### config.mk
export PLATFORM = sky130hd
export DESIGN_NAME = tjd_div
export DESIGN_NICKNAME = d
export VERILOG_FILES = /design/src/sv/tjd_pkg.sv /design/src/sv/tjd_div.sv
export SDC_FILE = /design/constraint.sdc
export NUM_CORES = 1
export LEC_CHECK = 0
export BUFFER_PORTS_ARGS = -buffer_cell sky130_fd_sc_hd__buf_2
export CELL_PAD_IN_SITES_DETAIL_PLACEMENT = 1
export CELL_PAD_IN_SITES_GLOBAL_PLACEMENT = 1
export CORE_ASPECT_RATIO = 0.75
export CORE_MARGIN = 2
export CORE_UTILIZATION = 48
export DETAILED_ROUTE_END_ITERATION = 12
export PLACE_DENSITY_LB_ADDON = 0.1
export SETUP_SLACK_MARGIN = 0.5
export SYNTH_ARGS = -nofsm -noshare
export SYNTH_HDL_FRONTEND = slang
export SYNTH_SLANG_ARGS = --single-unit
### constraint.sdc
create_clock -name i_clk -period 7 [get_ports i_clk]
set_input_delay 0.7 -clock i_clk [delete_from_list [all_inputs] [get_ports i_clk]]
set_output_delay 0.7 -clock i_clk [all_outputs]
set_load 0.01 [all_outputs]
### src/sv/tjd_pkg.sv
`timescale 1ns / 1ps
`default_nettype none
// ----------------------------------------------------------------------------
// tjd_pkg: shared constants for the tetrahedral Jacobian determinant block
// Operation codes and default sizes.
// ----------------------------------------------------------------------------
package tjd_pkg;
    localparam int VERTEX_DEPTH_D    = 1024;
    localparam int COORD_BITS_D      = 16;
    localparam int RATIO_FRAC_BITS_D = 16;
    localparam int IN_COORD_W        = 16;
    localparam int INDEX_W           = 10;
    localparam int RATIO_W           = 32;
    localparam logic OP_LOAD  = 1'b0;
    localparam logic OP_QUERY = 1'b1;
endpackage
`default_nettype wire

### src/sv/tjd_div.sv
`timescale 1ns / 1ps
`default_nettype none
// ----------------------------------------------------------------------------
// tjd_div: signed ratio with saturation
// Restoring division, one quotient bit per cycle.
// ----------------------------------------------------------------------------
module tjd_div
    import tjd_pkg::*;
#(
    parameter int DET_W           = 54,
    parameter int RATIO_FRAC_BITS = RATIO_FRAC_BITS_D
) (
    input  wire logic                   i_clk,
    input  wire logic                   i_rst_n,
    input  wire logic                   i_start,
    input  wire logic signed [DET_W-1:0] i_num,
    input  wire logic signed [DET_W-1:0] i_den,
    output logic                        o_done,
    output logic signed [RATIO_W-1:0]   o_ratio,
    output logic                        o_degen
);
    localparam int NW = DET_W + RATIO_FRAC_BITS;
    localparam int CNT_W = $clog2(NW + 1);

    logic [NW-1:0]    r_num, r_q;
    logic [DET_W:0]   r_rem;
    logic [DET_W-1:0] r_den;
    logic             r_neg, r_busy;
    logic [CNT_W-1:0] r_cnt;
    logic [DET_W:0]   w_sh, w_sub;
    logic [NW-1:0]    w_q;
    logic             w_big;

    assign w_sh  = {r_rem[DET_W-1:0], r_num[NW-1]};
    assign w_sub = w_sh - {1'b0, r_den};
    assign w_q   = {r_q[NW-2:0], ~w_sub[DET_W]};
    assign w_big = r_neg ? (w_q > NW'(33'h80000000)) : (w_q > NW'(32'h7FFFFFFF));

    always_ff @(posedge i_clk) begin
        if (!i_rst_n) begin
            r_busy <= 1'b0;
            o_done <= 1'b0;
        end else begin
            o_done <= 1'b0;
            if (i_start) begin
                if (i_den == '0) begin
                    o_done  <= 1'b1;
                    o_ratio <= '0;
                    o_degen <= 1'b1;
                end else begin
                    r_busy <= 1'b1;
                    r_cnt  <= CNT_W'(NW);
                    r_rem  <= '0;
                    r_q    <= '0;
                    r_neg  <= i_num[DET_W-1] ^ i_den[DET_W-1];
                    r_den  <= i_den[DET_W-1] ? -i_den : i_den;
                    r_num  <= {(i_num[DET_W-1] ? -i_num : i_num),
                               RATIO_FRAC_BITS'(0)};
                end
            end else if (r_busy) begin
                r_rem <= w_sub[DET_W] ? w_sh : w_sub;
                r_q   <= w_q;
                r_num <= {r_num[NW-2:0], 1'b0};
                r_cnt <= r_cnt - 1'b1;
                if (r_cnt == CNT_W'(1)) begin
                    r_busy  <= 1'b0;
                    o_done  <= 1'b1;
                    o_degen <= 1'b0;
                    if (w_big) begin
                        o_ratio <= r_neg ? 32'sh80000000 : 32'sh7FFFFFFF;
                    end else begin
                        o_ratio <= r_neg ? -RATIO_W'(w_q) : RATIO_W'(w_q);
                    end
                end
            end
        end
    end
endmodule
`default_nettype wire

==> key figures <==
Global routing
  – Vias in the first global route: 13062
  – First-pass GRT wire length: 70.48 mm
  – GRT Overall Usage: 24.32%
  – Largest net degree at the start of global routing: 118
  – Grt total ovfl: 0
  – Initial antenna violation count: 1

Synth
  – Seq/Total Area, Yosys: 49.32%
  – Post-Syn Area: 16640 um^2
  – Synth Flop Type: edfxtp_1
  – Post-synth ARST share: 0%
  – #FFs+latches synth: 274
  – Avg Cell Area, Syn: 9.996 um^2
  – Number of synthesized flops with an enable pin: 272
  – Yosys Warn Count: 0
  – Synth unique cells: 69
  – Post-Syn Instances: 1665
  – Synthesized net count: 1836

Critical path
  – Slowest CP cell: or4_1
  – WP data required: 7270 ps
  – Crit-path max cell delay: 690 ps
  – Slack of the worst reg-to-reg path: 1730 ps
  – CP Buf/Inv Count: 0
  – CP Class: reg2reg
  – Worst reg2reg path depth: 15
  – Crit end category: flip-flop
  – Crit Path Max Fanout: 8
  – Most used cell along the critical path: or4_1
  – Crit path DAT: 5550 ps
  – Top delay family on crit path: simple AND/OR/NAND/NOR gates
  – R2R Path Start: r_rem[32]
  – Reg-to-Reg End: o_ratio[28]
  – CP cell instances: ha_1 > nand4_1 > or4_1 > or4_1 > o31ai_1 > a31oi_1 > a31oi_1 > xnor2_2 > ha_1 > nand2_1 > or4_1 > or2_2 > o41ai_1 > xor2_1 > o21ai_0
  – CP startpoint kind: flip-flop

Clock network
  – Worst-Skew Late Latency: 580 ps
  – Sink Count: 274
  – Clock Root Buffer: clkbuf_16
  – Hold_buf cts: 0
  – Postcts setup bufs: 0
  – Htree depth: 1
  – Clock tree buffer depth: 3
  – TritonCTS Buffers: 28
  – Reg clk slew, reported paths: 60 ps
  – Number of gates resized after CTS: 0
  – CTS tree: done

Final layout
  – Core Util, Final: 54.03%
  – Most frequent cells in the layout: edfxtp_1, nand2_1, a21oi_1
  – Area Growth Syn to Fin: 11.67%
  – Fin nets: 1926
  – Share of cells above drive strength 1: 12.27%
  – Commonest non-fill, non-tap cell in the layout: edfxtp_1
  – Fillers: 3908

Place
  – DP Worst Slack: 1304 ps
  – I/O Buffers: 144
  – Post-DP HPWL: 31.03 mm
  – Gpl congestion: 0.8841

STA
  – Slew @ Worst Pin: 1154 ps
  – Setup violators final: 0
  – Worst Skew: 22.02 ps
  – Setup Total Neg Slack: 0 ps
  – Final Hold Vio Count: 0
  – Slew Limit Fails: 0
  – Worst setup margin: 1726 ps
  – Min cycle time layout: 5274 ps
  – Max-Slew Margin vs Limit: 23.06%
  – Final period utilization: 75.34%
  – RSZ-0062 raised after global routing: no
  – Max Clk Rate: 189.6 MHz

Route
  – TritonRoute pass-1 iters: 5
  – Initial DRC Count: 927
  – Vias per cell: 5.858
  – Detailed Route WL: 44.24 mm
  – DRC Markers: 0
  – WL/cell: 19.80 um
  – DR vias: 13087
  – Antenna-violating nets left: 0

Floorplanning
  – Ports: 145
  – Rows: 59
  – Initial core utilization: 48.38%
  – Die Span Y: 165.3 um
  – Die area: 36190 um^2
  – Core area: 34400 um^2
  – Horiz. Die Dim: 219.0 um

Min path
  – Worst Hold Class: in2reg
  – Min-Delay Endpoint: r_den[0]
  – Worst hold start: i_den[0]
  – Hold-critical path depth: 1

Power
  – Combinational power share: 24.4%
  – Clock share of power: 32.1%
  – Power share of the sequential group: 43.5%
  – Pwr Density: 251.4 nW/um^2
  – Net Sw Frac: 30.80%
  – Leakage dissipation: 0.007059 uW
  – Switching pwr: 1439 uW
  – Internal power: 3234 uW
  – Peak supply drop: 0.0001883 V

Outcome
  – Outcome: complete, no violations

Job
  – Max Cap Viol: 0
-- metrics by stage --
step	hold slack (ps)	area [um^2]	instances	total power (uW)
4_1_cts	340.2	18580	2233	4696
3_3_place_gp	515.8	17690	2182	3150
2_1_floorplan	458.8	16640	1665	2869
3_5_place_dp	548.7	17690	2182	3188
6_report	372.6	18590	2234	4673
5_1_grt	340.3	18590	2234	4900
-- Yosys cell counts, types with 6 or more instances --
cell	number	area (um^2)
edfxtp_1	272	8168
nand2_1	163	611.8
a21oi_1	153	765.7
nor2_1	114	427.9
o21ai_0	101	505.5
xor2_1	91	797.0
xnor2_1	86	753.2
clkbuf_1	80	300.3
nor2b_1	80	500.5
inv_1	74	277.8
ha_1	59	738.2
o31ai_1	44	330.3
a21o_1	39	292.8
nand3_1	28	140.1
nand4_1	25	156.4
nor3_1	25	125.1
nor4_1	21	131.4
o41ai_1	19	166.4
or4_1	18	135.1
a211oi_1	16	120.1
or3_1	15	93.84
nand2b_1	14	87.58
and3_1	12	75.07
a31oi_1	11	68.82
or2_2	9	56.30
buf_2	8	40.04
o21a_1	6	45.04
-- registers in the layout, indices dropped and copies added (netlist names) --
register and flops:
r_neg 1, r_busy 1, r_rem 54, r_q 69, o_degen 1, o_done 1
r_num 54, r_den 54, r_cnt 7, o_ratio 32
-- power groups by stage --
stage	clock network [uW]	registers [uW]	logic (uW)
3_3_place_gp	0	2060	1090
3_5_place_dp	0	2070	1120
2_1_floorplan	0	2050	817
5_1_grt	1580	2050	1270
4_1_cts	1530	2030	1130
6_report	1500	2030	1140
-- cell type report --
type	count	area (um^2)	area share, %
diodes	1	2.502	0.01346
clock buffers	35	726.9	3.911
clock inverters	16	161.4	0.8685
inverters	75	281.5	1.515
multi-input cells	1223	7826	42.11
flip-flops and latches	274	8208	44.16
well taps	457	571.8	3.077
repair buffers	153	807.0	4.342
-- how the worst max path moves through the flow --
stage,end,startpoint,slack (ps),depth (start not counted)
3_3_place_gp,o_ratio[28],i_den[1],1460,12
3_5_place_dp,o_ratio[30],i_den[1],1300,12
6_report,o_ratio[28],r_rem[32],1730,15
5_1_grt,r_rem[52],r_rem[32],1420,14
2_1_floorplan,r_cnt[0],i_den[0],820,12
4_1_cts,r_rem[52],r_rem[32],1730,14
-- logic make-up (layout without fill, tap and decap cells) --
group           count (synthesis)  after routing  synth area share (%)
compound gates                430            430                 15.93
xor+xnor                      177            177                 9.314
flops                         274            274                 49.32
other cells                     0              1                     0
fa+ha+maj                      60             60                 4.556
buf+inv                       168            279                 3.849
mux                             5              5                0.3082
simple gates                  551            551                 16.73
-- routing by layer --
metal  global-route usage, %  wire length (um)  vias to the layer above
met5                       0                 0                        -
met1                   37.33             22310                     6503
met2                   36.74             19210                      278
li1                        -                 -                     6255
met4                   4.423               623                        0
met3                   3.516              2093                       51
Power figures use the tool's default switching activity.
